**config.mk**
```make
export PLATFORM = sky130hd
export DESIGN_NAME = aes_ctrl
export DESIGN_NICKNAME = d
export VERILOG_FILES = /design/src/rtl/aes_pkg.sv /design/src/rtl/aes_ctrl.sv
export SDC_FILE = /design/constraint.sdc
export NUM_CORES = 1
export LEC_CHECK = 0
export ABC_CLOCK_PERIOD_IN_PS = 1100
export BUFFER_PORTS_ARGS = -buffer_cell sky130_fd_sc_hd__clkbuf_2
export CORE_AREA = 3 3 40 42
export DETAILED_ROUTE_END_ITERATION = 10
export DIE_AREA = 0 0 43 45
export GPL_TIMING_DRIVEN = 0
export PLACE_DENSITY = 0.48
export SLEW_MARGIN = 0
export SYNTH_ARGS = -nofsm -noshare
export SYNTH_HDL_FRONTEND = slang
export SYNTH_SLANG_ARGS = --single-unit
```
**constraint.sdc**
```tcl
create_clock -name i_clk -period 1.1 [get_ports i_clk]
set_input_delay 0 -clock i_clk [delete_from_list [all_inputs] [get_ports i_clk]]
set_output_delay 0 -clock i_clk [all_outputs]
set_load 0.03 [all_outputs]
```
**src/rtl/aes_pkg.sv**
```systemverilog
`default_nettype none
package aes_pkg;

    localparam int unsigned NUM_ROUNDS      = 14;
    localparam int unsigned KEY_WORDS       = 8;
    localparam int unsigned ROUND_KEY_WORDS = 60;
    localparam int unsigned CFG_IDX_W       = 2;
    localparam logic [7:0]  GF_POLY         = 8'h1b;

    localparam logic [CFG_IDX_W-1:0] REG_KEY_WORD_0 = 2'd0;
    localparam logic [CFG_IDX_W-1:0] REG_KEY_WORD_1 = 2'd1;
    localparam logic [CFG_IDX_W-1:0] REG_KEY_WORD_2 = 2'd2;
    localparam logic [CFG_IDX_W-1:0] REG_KEY_WORD_3 = 2'd3;

    typedef enum logic [2:0] {
        ST_IDLE,
        ST_EXPAND,
        ST_ROUND,
        ST_DONE
    } t_state;

    typedef struct packed {
        logic load_key;
        logic expand_step;
        logic load_block;
        logic round_step;
        logic out_load;
    } t_cmd;

    typedef struct packed {
        logic expand_last;
        logic round_last;
    } t_status;

    localparam logic [7:0] SBOX [256] = '{
        8'h63,8'h7c,8'h77,8'h7b,8'hf2,8'h6b,8'h6f,8'hc5,8'h30,8'h01,8'h67,8'h2b,8'hfe,8'hd7,8'hab,8'h76,
        8'hca,8'h82,8'hc9,8'h7d,8'hfa,8'h59,8'h47,8'hf0,8'had,8'hd4,8'ha2,8'haf,8'h9c,8'ha4,8'h72,8'hc0,
        8'hb7,8'hfd,8'h93,8'h26,8'h36,8'h3f,8'hf7,8'hcc,8'h34,8'ha5,8'he5,8'hf1,8'h71,8'hd8,8'h31,8'h15,
        8'h04,8'hc7,8'h23,8'hc3,8'h18,8'h96,8'h05,8'h9a,8'h07,8'h12,8'h80,8'he2,8'heb,8'h27,8'hb2,8'h75,
        8'h09,8'h83,8'h2c,8'h1a,8'h1b,8'h6e,8'h5a,8'ha0,8'h52,8'h3b,8'hd6,8'hb3,8'h29,8'he3,8'h2f,8'h84,
        8'h53,8'hd1,8'h00,8'hed,8'h20,8'hfc,8'hb1,8'h5b,8'h6a,8'hcb,8'hbe,8'h39,8'h4a,8'h4c,8'h58,8'hcf,
        8'hd0,8'hef,8'haa,8'hfb,8'h43,8'h4d,8'h33,8'h85,8'h45,8'hf9,8'h02,8'h7f,8'h50,8'h3c,8'h9f,8'ha8,
        8'h51,8'ha3,8'h40,8'h8f,8'h92,8'h9d,8'h38,8'hf5,8'hbc,8'hb6,8'hda,8'h21,8'h10,8'hff,8'hf3,8'hd2,
        8'hcd,8'h0c,8'h13,8'hec,8'h5f,8'h97,8'h44,8'h17,8'hc4,8'ha7,8'h7e,8'h3d,8'h64,8'h5d,8'h19,8'h73,
        8'h60,8'h81,8'h4f,8'hdc,8'h22,8'h2a,8'h90,8'h88,8'h46,8'hee,8'hb8,8'h14,8'hde,8'h5e,8'h0b,8'hdb,
        8'he0,8'h32,8'h3a,8'h0a,8'h49,8'h06,8'h24,8'h5c,8'hc2,8'hd3,8'hac,8'h62,8'h91,8'h95,8'he4,8'h79,
        8'he7,8'hc8,8'h37,8'h6d,8'h8d,8'hd5,8'h4e,8'ha9,8'h6c,8'h56,8'hf4,8'hea,8'h65,8'h7a,8'hae,8'h08,
        8'hba,8'h78,8'h25,8'h2e,8'h1c,8'ha6,8'hb4,8'hc6,8'he8,8'hdd,8'h74,8'h1f,8'h4b,8'hbd,8'h8b,8'h8a,
        8'h70,8'h3e,8'hb5,8'h66,8'h48,8'h03,8'hf6,8'h0e,8'h61,8'h35,8'h57,8'hb9,8'h86,8'hc1,8'h1d,8'h9e,
        8'he1,8'hf8,8'h98,8'h11,8'h69,8'hd9,8'h8e,8'h94,8'h9b,8'h1e,8'h87,8'he9,8'hce,8'h55,8'h28,8'hdf,
        8'h8c,8'ha1,8'h89,8'h0d,8'hbf,8'he6,8'h42,8'h68,8'h41,8'h99,8'h2d,8'h0f,8'hb0,8'h54,8'hbb,8'h16
    };

    function automatic logic [31:0] sub_word(input logic [31:0] w);
        return {SBOX[w[31:24]], SBOX[w[23:16]], SBOX[w[15:8]], SBOX[w[7:0]]};
    endfunction

    function automatic logic [7:0] mul2(input logic [7:0] x);
        return {x[6:0], 1'b0} ^ (x[7] ? GF_POLY : 8'h00);
    endfunction

endpackage
`default_nettype wire

```
**src/rtl/aes_ctrl.sv**
```systemverilog
`default_nettype none
module aes_ctrl
    import aes_pkg::*;
(
    input  wire logic    i_clk,
    input  wire logic    i_rst_n,
    input  wire logic    i_key_written,
    input  wire logic    i_in_valid,
    input  wire logic    i_out_ready,
    input  wire t_status i_status,
    output logic         o_in_ready,
    output logic         o_out_valid,
    output t_cmd         o_cmd
);

    t_state r_state, n_state;
    logic   r_stale, n_stale;
    logic   r_out_valid, n_out_valid;

    always_ff @(posedge i_clk) begin
        if (!i_rst_n) begin
            r_state     <= ST_IDLE;
            r_stale     <= 1'b1;
            r_out_valid <= 1'b0;
        end else begin
            r_state     <= n_state;
            r_stale     <= n_stale;
            r_out_valid <= n_out_valid;
        end
    end

    always_comb begin
        n_state = r_state;
        case (r_state)
            ST_IDLE: begin
                if (i_in_valid && !r_stale) n_state = ST_ROUND;
                else if (i_in_valid) n_state = ST_EXPAND;
            end
            ST_EXPAND: begin
                if (i_status.expand_last) n_state = ST_IDLE;
            end
            ST_ROUND: begin
                if (i_status.round_last) n_state = ST_DONE;
            end
            ST_DONE: begin
                if (!r_out_valid || i_out_ready) n_state = ST_IDLE;
            end
            default: n_state = ST_IDLE;
        endcase
    end

    always_comb begin
        o_cmd       = '0;
        o_in_ready  = 1'b0;
        n_stale     = r_stale;
        n_out_valid = r_out_valid && !i_out_ready;
        case (r_state)
            ST_IDLE: begin
                o_in_ready = !r_stale;
                o_cmd.load_block = i_in_valid && !r_stale;
                o_cmd.load_key = i_in_valid && r_stale;
            end
            ST_EXPAND: begin
                o_cmd.expand_step = 1'b1;
                if (i_status.expand_last) n_stale = 1'b0;
            end
            ST_ROUND: o_cmd.round_step = 1'b1;
            ST_DONE: begin
                if (!r_out_valid || i_out_ready) begin
                    o_cmd.out_load = 1'b1;
                    n_out_valid = 1'b1;
                end
            end
            default: ;
        endcase
        if (i_key_written) n_stale = 1'b1;
    end

    assign o_out_valid = r_out_valid;

endmodule
`default_nettype wire

```
==> reports/qor.yml, run 1 <==
status: "finished with violations"
violations: "negative setup slack"
ff2ff_path_depth: 4
grtUsageTotal_pct: 6.67
syn-instance-count: 25
htreeDepth: 1
clkTransAtPathRegs_ns: 0.04
setup_viol: 1
r2r_end: "r_stale"
yosys.area.top_type: "dfxtp_1"
vias: 231
die_x_um: 43
finish.utilization_pct: 29.5
slew_violations: 0
synth_compound_area_share_pct: 21.2
area_growth_pct: 78.2
crit_fanout: 5
path_cells: "buf_6 -> nor3_4 -> and2_1 -> clkbuf_8"
grt_first_pass_wirelength_um: 862
grt_pass1_vias: 209
ys_seq_elements: 4
post_cts_buffers: 0
synth_mux_area_share_pct: 0
row_count: 13
ir_worst_vdd_mv: 0.414
initial_core_util_pct: 16.6
swShare_pct: 25.9
hold_viol_final: 0
drtAntennaViolNets: 0
drt_iter0_markers: 0
numPortBuffers: 13
syn_nets: 32
final.setup.tns_ns: -0.0124
design.portCount: 14
comb_power_share_pct: 17.4
rsz0062_at_grt: "yes"
cpPeakStageDelay_ns: 0.31
stdcell_area_um2: 379
ys_types: 17
ctsRootBufferMaster: "clkbuf_4"
synth_top_area_share_pct: 37.6
timing.final.crit_share_pct: 101
yosys-top-cells-area: "dfxtp_1 (38%), o21ai_0 (7.1%), nor2b_4 (6.5%)"
overflow: 0
dp_slack_ns: 0.0109
p_sw_w: 0.000114
gp_congestion: 0.635
yosysSeqAreaShare_pct: 37.6
yosys.area_share.simple_pct: 38.8
r2r_start: "r_state[1]"
end_kind: "output port"
slew_headroom_pct: 88.5
diodes: 0
cell_internal_pwr_w: 0.000326
drv_cap: 0
synthAdderAreaFrac_pct: 0
cts_buffers: 3
synth_xor_area_share_pct: 0
place_area_um2: 318
finalWorstSetupSlack_ns: -0.0124
clockPowerShare_pct: 45.9
arrival_ns: 1.11
wirelength_um: 556
syn_avg_cell_area_um2: 8.51
core_area_mm2: 0.00128
grt_max_degree: 11
clock_path_buffers: 2
setup.worst_path.start: "r_state[1]"
die_h_um: 45
fin_skew_ns: 0.00302
hold_class: "in -> reg"
final_cells: 59
fmax_ghz: 0.899
tightest_slew_ns: 0.173
required_ns: 1.10
syn_area_um2: 213
dieArea_mm2: 0.00194
p_per_area_mw_per_mm2: 1160
routedWlPerCell_um: 9.42
cp-endpoint: "o_cmd[2]"
start_kind: "flip-flop"
synth_warnings: 0
p_leak_nw: 0.180
synth_top_family_by_area: "simple AND/OR/NAND/NOR gates"
drive_gt1_share_pct: 54.5
min-delay-start: "i_rst_n"
nets: 52
crit_type: "reg -> out"
cts_tree: "built"
clock_latency_ns: 0.24
first_pass_iters: 1
viasPerCell: 3.92
antenna_found_initial: 0
drc_errors: 0
r2r_slack_ns: 0.01
clock_sinks: 4
dp_cells: 53
cpMaxStageDelayCell: "dfxtp_2"
pwr-share-seq_pct: 36.7
min_period_ns: 1.11
-- cell type report --
type                       count  area, um^2
tap                           15        18.8
timing repair buffer          15        93.8
clock buffer                   4        26.3
sequential                     4        85.1
buffer                         1        11.3
fill                         136         906
multi-input combinational     20         144
-- flip-flops by register name (all words and copies together) (netlist names) --
signal,count
o_out_valid,1
r_stale,1
r_state,2
-- layer usage --
metal / wire, um / global-route usage [%]
met5: 0 / 0
met3: 77 / 3.98
met2: 205 / 6.89
met4: 0 / 7.23
met1: 273 / 8.45
-- cell usage after synthesis --
| cell type | instances |
|---|---|
| a21boi_0 | 1 |
| a21oi_1 | 1 |
| a21boi_1 | 1 |
| nand2b_1 | 1 |
| nor3_1 | 2 |
| dfxtp_1 | 4 |
| nor2b_4 | 1 |
| nor2b_1 | 1 |
| nor2_1 | 1 |
| and2_1 | 1 |
| or3b_1 | 1 |
| o21ba_2 | 1 |
| o21ai_0 | 3 |
| nand2_1 | 3 |
| and2b_1 | 1 |
| and3b_1 | 1 |
| buf_2 | 1 |
-- kinds of logic after synthesis --
family,count (synthesis)
buf+inv,1
flops,4
compound gates,7
simple gates,13
-- worst max-delay path, delay by kind of cell (launching register included) --
kind / cells / cell delay [ns]
buffers and inverters: 2 / 0.27
DFF: 1 / 0.31
and+or+nand+nor: 2 / 0.29
-- power groups by stage --
stage | sequential [W] | clock [W] | combinational, W
4_1_cts | 0.000160 | 0.000217 | 0.0000727
3_5_place_dp | 0.000162 | 0 | 0.0000688
6_report | 0.000161 | 0.000202 | 0.0000766
5_1_grt | 0.000163 | 0.000228 | 0.0000833
2_1_floorplan | 0.000161 | 0 | 0.0000456
3_3_place_gp | 0.000163 | 0 | 0.0000689
-- cell usage in the layout, fill, tap and decap left out --
cell,n
clkbuf_1,1
clkbuf_4,3
and3b_1,1
buf_6,1
a21boi_1,1
nand2_1,3
dfxtp_2,1
or3b_1,1
and2_1,1
nor3_4,1
dlygate4sd3_1,1
buf_2,2
o21ai_1,1
nand2b_1,1
o21ba_2,1
dfxtp_4,1
nor2b_4,1
dfxtp_1,2
buf_4,2
clkbuf_2,9
nor2b_1,1
clkbuf_8,1
a21oi_1,1
nor3_2,1
o21ai_0,2
a21boi_0,1
nor2_1,1
and2b_1,1
-- worst min-delay path by stage --
stage,to,slack [ns],cells past startpoint
after floorplan,r_stale,0.10,1
after global placement,r_stale,0.19,2
after detailed placement,r_stale,0.19,2
after CTS,o_out_valid,0.02,2
after global routing,o_out_valid,0.03,2
final,o_out_valid,0.03,2
-- stage by stage --
step,power (W),hold slack [ns]
2_1_floorplan,0.000206,0.104
3_3_place_gp,0.000232,0.188
3_5_place_dp,0.000231,0.192
4_1_cts,0.000449,0.0210
5_1_grt,0.000474,0.0318
6_report,0.000439,0.0316
-- what timing repair did --
item / CTS / global route
hold endpoints to repair: 1 / 0
gates cloned: 0 / 1
endpoints found under the setup margin: 2 / 5
pin swaps: 2 / 0
resized for setup: 3 / 7
hold buffers: 1 / 0
(Power assumes the default switching activity.)
==> inputs of run 2 (changes only) <==
==> constraint.sdc (replaced) <==
create_clock -name i_clk -period 1.1 [get_ports i_clk]
set_input_delay 0.22 -clock i_clk [delete_from_list [all_inputs] [get_ports i_clk]]
set_output_delay 0.22 -clock i_clk [all_outputs]
set_load 0.03 [all_outputs]
==> run 2 against run 1 <==
  * The flow still finishes with violations (negative setup slack)
  * Clock power is 4% higher
  * Sequential share of layout area is 4.5 points lower
  * Sequential cell count stayed put
  * Design area is 34% higher
  * Die area stayed put
  * Utilization is 10 points higher
  * Clock-buffer cell count stayed put
  * Worst hold slack better by 0.14 ns
==> reports/qor.yml, run 2 (synthesis gave the netlist of run 1 again) <==
status: "finished with violations"
violations: "negative setup slack"
overflow: 0
place_area_um2: 328
dp_cells: 53
gp_congestion: 0.617
multi_input_area_um2: 175
clock_latency_ns: 0.25
p_per_area_mw_per_mm2: 943
fin_skew_ns: 0.0103
hold_viol_final: 0
grtUsageTotal_pct: 7.09
crit_fanout: 6
clock_sinks: 4
tightest_slew_ns: 0.222
die_x_um: 43
first_pass_iters: 2
wirelength_um: 600
area_growth_pct: 139
setup_viol: 7
hold_class: "in -> reg"
drc_errors: 0
final_cells: 64
grt_max_degree: 9
crit_type: "reg -> out"
drive_gt1_share_pct: 73.5
htreeDepth: 1
min_period_ns: 1.33
final_common_cell: "clkbuf_2"
antenna_found_initial: 0
slew_headroom_pct: 85.0
slew_violations: 0
final_cell_mix: "clkbuf_2 (7), buf_4 (6), buf_8 (4)"
regArea_um2: 91.3
core_area_mm2: 0.00128
start_kind: "flip-flop"
initial_core_util_pct: 16.6
cts_tree: "built"
diodes: 0
viasPerCell: 4.16
drt_iter0_markers: 2
ir_worst_vdd_mv: 0.482
cpPeakStageDelay_ns: 0.37
n_fill_cell: 136
die_h_um: 45
drtAntennaViolNets: 0
stdcell_area_um2: 508
row_count: 13
largest_register_ffs: 2
drv_cap: 0
timing.final.crit_share_pct: 121
arrival_ns: 1.11
grt_first_pass_wirelength_um: 959
grt_pass1_vias: 239
finalWorstSetupSlack_ns: -0.230
numPortBuffers: 13
finalPower_w: 0.000479
p_leak_nw: 0.246
hold_depth: 2
path_cells: "nor3_4 -> and2_4 -> buf_8"
clkTransAtPathRegs_ns: 0.05
fmax_ghz: 0.752
ctsRootBufferMaster: "clkbuf_4"
cpMaxStageDelayCell: "dfxtp_4"
design.portCount: 14
vias: 266
required_ns: 0.88
cts_buffers: 3
nets: 57
clock_path_buffers: 2
end_kind: "output port"
largest-register: "r_state"
ff2ff_path_depth: 4
rsz0062_at_grt: "yes"
routedWlPerCell_um: 9.38
dieArea_mm2: 0.00194
run 2: metrics by stage:
stage	utilization (%)	setup slack [ns]	TNS, ns	hold WS, ns
final	39.5	-0.230	-1.04	0.168
after global routing	39.5	-0.279	-1.42	0.171
after CTS	34.6	-0.266	-1.23	0.165
after detailed placement	25.5	-0.116	-0.116	0.408
after global placement	25.5	-0.104	-0.104	0.405
after floorplan	-	-0.189	-0.265	0.324
run 2: area by class of cell:
type	instances	share of cell area [%]
multi-input combinational	20	34.5
sequential	4	18.0
clock buffer	4	5.17
timing repair buffer	21	38.7
tap	15	3.69
run 2: worst max-delay path, delay by kind of cell (launching register included):
family | cells | cell delay (ns)
AND/OR/NAND/NOR | 2 | 0.38
flip-flops | 1 | 0.37
buffers and inverters | 1 | 0.11
run 2: timing repair:
item,in CTS,in global routing
hold buffers,0,0
pin swaps,3,4
endpoints found under the setup margin,6,8
gates resized for setup,13,16
setup buffers,4,4
gates cloned,0,0
run 2: per-layer routing:
metal	vias up	GRT usage (%)	routed length (um)
met5	-	0	0
met4	0	3.61	9
met3	3	5.18	70
met1	113	7.99	265
met2	15	9.88	254
li1	135	-	-
run 2: where the power goes:
group | internal, W | total, W | switching, W | leakage, nW
registers | 0.000147 | 0.000159 | 0.0000111 | 0.0339
clock network | 0.000137 | 0.000210 | 0.0000730 | 0.0150
logic | 0.0000646 | 0.000110 | 0.0000458 | 0.198
run 2: path summary, 6_finish.rpt:
kind / from / end / slack [ns]
max: r_state[1] / o_cmd[2] / -0.23
min: i_key_written / r_stale / 0.17
max reg2reg: r_state[1] / r_stale / -0.05
min reg2reg: o_out_valid / o_out_valid / 0.52
==> inputs of run 3 (changes only) <==
- ABC_CLOCK_PERIOD_IN_PS: 1100 -> 1590
- PLACE_DENSITY: 0.48 -> 0.47
- clock period: 1.1 -> 1.59 ns (I/O delays scaled with it)
==> run 3 against run 2 <==
  * The flow now finishes without violations
  * Die area is the same
  * Worst hold slack improved by 0.099 ns
  * Non-clock buffer count shrank 8
  * Clock power shrank 37%
  * Cell count fell by 14%
  * Register-to-register slack improved by 0.43 ns
  * Via count shrank 13%
  * Largest cell class is now multi-input combinational cells
  * Largest power group unchanged
==> reports/qor.yml, run 3 (synthesis gave the netlist of run 1 again) <==
drv_cap: 0
dieArea_mm2: 0.00194
clkTransAtPathRegs_ns: 0.04
slew_violations: 0
overflow: 0
clock_latency_ns: 0.24
htreeDepth: 1
drt_iter0_markers: 3
cts_hold_buf: 0
crit_type: "reg -> out"
grt_use_met1_pct: 7.97
grt_first_pass_wirelength_um: 993
ctsRootBufferMaster: "clkbuf_4"
die_h_um: 45
largest_register_ffs: 2
post_cts_buffers: 0
cpPeakStageDelay_ns: 0.47
hold_viol_final: 0
row_count: 13
path_cells: "nand2_1 -> nor2b_1 -> clkbuf_2"
crit_fanout: 7
finalWorstSetupSlack_ns: 0.0996
finish.utilization_pct: 25.6
final.setup.tns_ns: 0
status: "finished clean"
viasPerCell: 4.20
start_kind: "flip-flop"
tightest_slew_ns: 0.280
fin_skew_ns: 0.000855
use_met2_pct: 9.88
drc_errors: 0
clock_sinks: 4
gr-usage-met3_pct: 7.17
grt_max_degree: 11
fmax_ghz: 0.671
numPortBuffers: 13
area_growth_pct: 54.7
clock_path_buffers: 2
grt_pass1_vias: 227
fin_hold_ws_ns: 0.267
final_common_cell: "clkbuf_2"
ir_worst_vdd_mv: 0.385
core_area_mm2: 0.00128
p_leak_nw: 0.156
drive_gt1_share_pct: 50.0
routedWlPerCell_um: 9.93
arrival_ns: 1.17
cpMaxStageDelayCell: "dfxtp_1"
p_per_area_mw_per_mm2: 880
nets: 49
gp_congestion: 0.672
design.portCount: 14
largest-register: "r_state"
timing.final.crit_share_pct: 93.7
grtUsageTotal_pct: 7.50
drtAntennaViolNets: 0
first_pass_iters: 2
vias: 231
diodes: 0
finalPower_w: 0.000290
dp_slack_ns: 0.271
antenna_found_initial: 0
hold_class: "in -> reg"
end_kind: "output port"
slew_headroom_pct: 81.3
cts_tree: "built"
final_cell_mix: "clkbuf_2 (12), clkbuf_4 (4), nand2_1 (3), o21ai_0 (3), dfxtp_1 (3)"
wirelength_um: 546
initial_core_util_pct: 16.6
min_period_ns: 1.49
required_ns: 1.27
grt_busiest_layer: "met2"
cts_buffers: 3
setup_viol: 0
die_x_um: 43
rsz0062_at_grt: "no"
-- run 3: final timing paths --
| kind | slack, ns | start | cells after the start | end |
|---|---|---|---|---|
| min | 0.27 | i_key_written | 2 | r_stale |
| min reg2reg | 0.51 | o_out_valid | 2 | o_out_valid |
| max reg2reg | 0.38 | r_state[0] | 3 | r_stale |
| max | 0.1 | r_state[0] | 3 | o_cmd[0] |
-- run 3: stage by stage --
| stage | area [um^2] | cells |
|---|---|---|
| after CTS | 330 | 56 |
| after detailed placement | 308 | 53 |
| after global routing | 329 | 55 |
| after floorplan | 224 | 25 |
| after global placement | 308 | 53 |
| final | 329 | 55 |
-- run 3: area by class of cell --
type | instances | area [um^2]
fillers | 153 | 956
well taps | 15 | 18.8
repair buffers | 13 | 67.6
multi-input cells | 20 | 139
flip-flops and latches | 4 | 81.3
clock buffers | 3 | 22.5
-- run 3: report_power, final --
part | switching (W) | total [W] | internal [W]
registers | 0.00000750 | 0.000112 | 0.000105
clock network | 0.0000468 | 0.000132 | 0.0000848
logic | 0.0000248 | 0.0000461 | 0.0000214
total | 0.0000790 | 0.000290 | 0.000211
-- run 3: worst max-delay path: cells and delay by family, from the launching register on --
kind / cells / cell delay [ns]
AND/OR/NAND/NOR: 2 / 0.25
buffers and inverters: 1 / 0.21
flip-flops: 1 / 0.47
-- run 3: per-layer routing --
layer	share of wire [%]	vias to the layer above	wire, um
met1	48	94	262
met3	18	3	101
met2	31	17	169
li1	-	117	-
met5	0	-	0
met4	2.0	0	11
-- run 3: repair_timing --
action	4_1_cts	5_1_grt
endpoints found under the hold margin	0	0
endpoints found under the setup margin	0	1
gates resized for setup	0	3
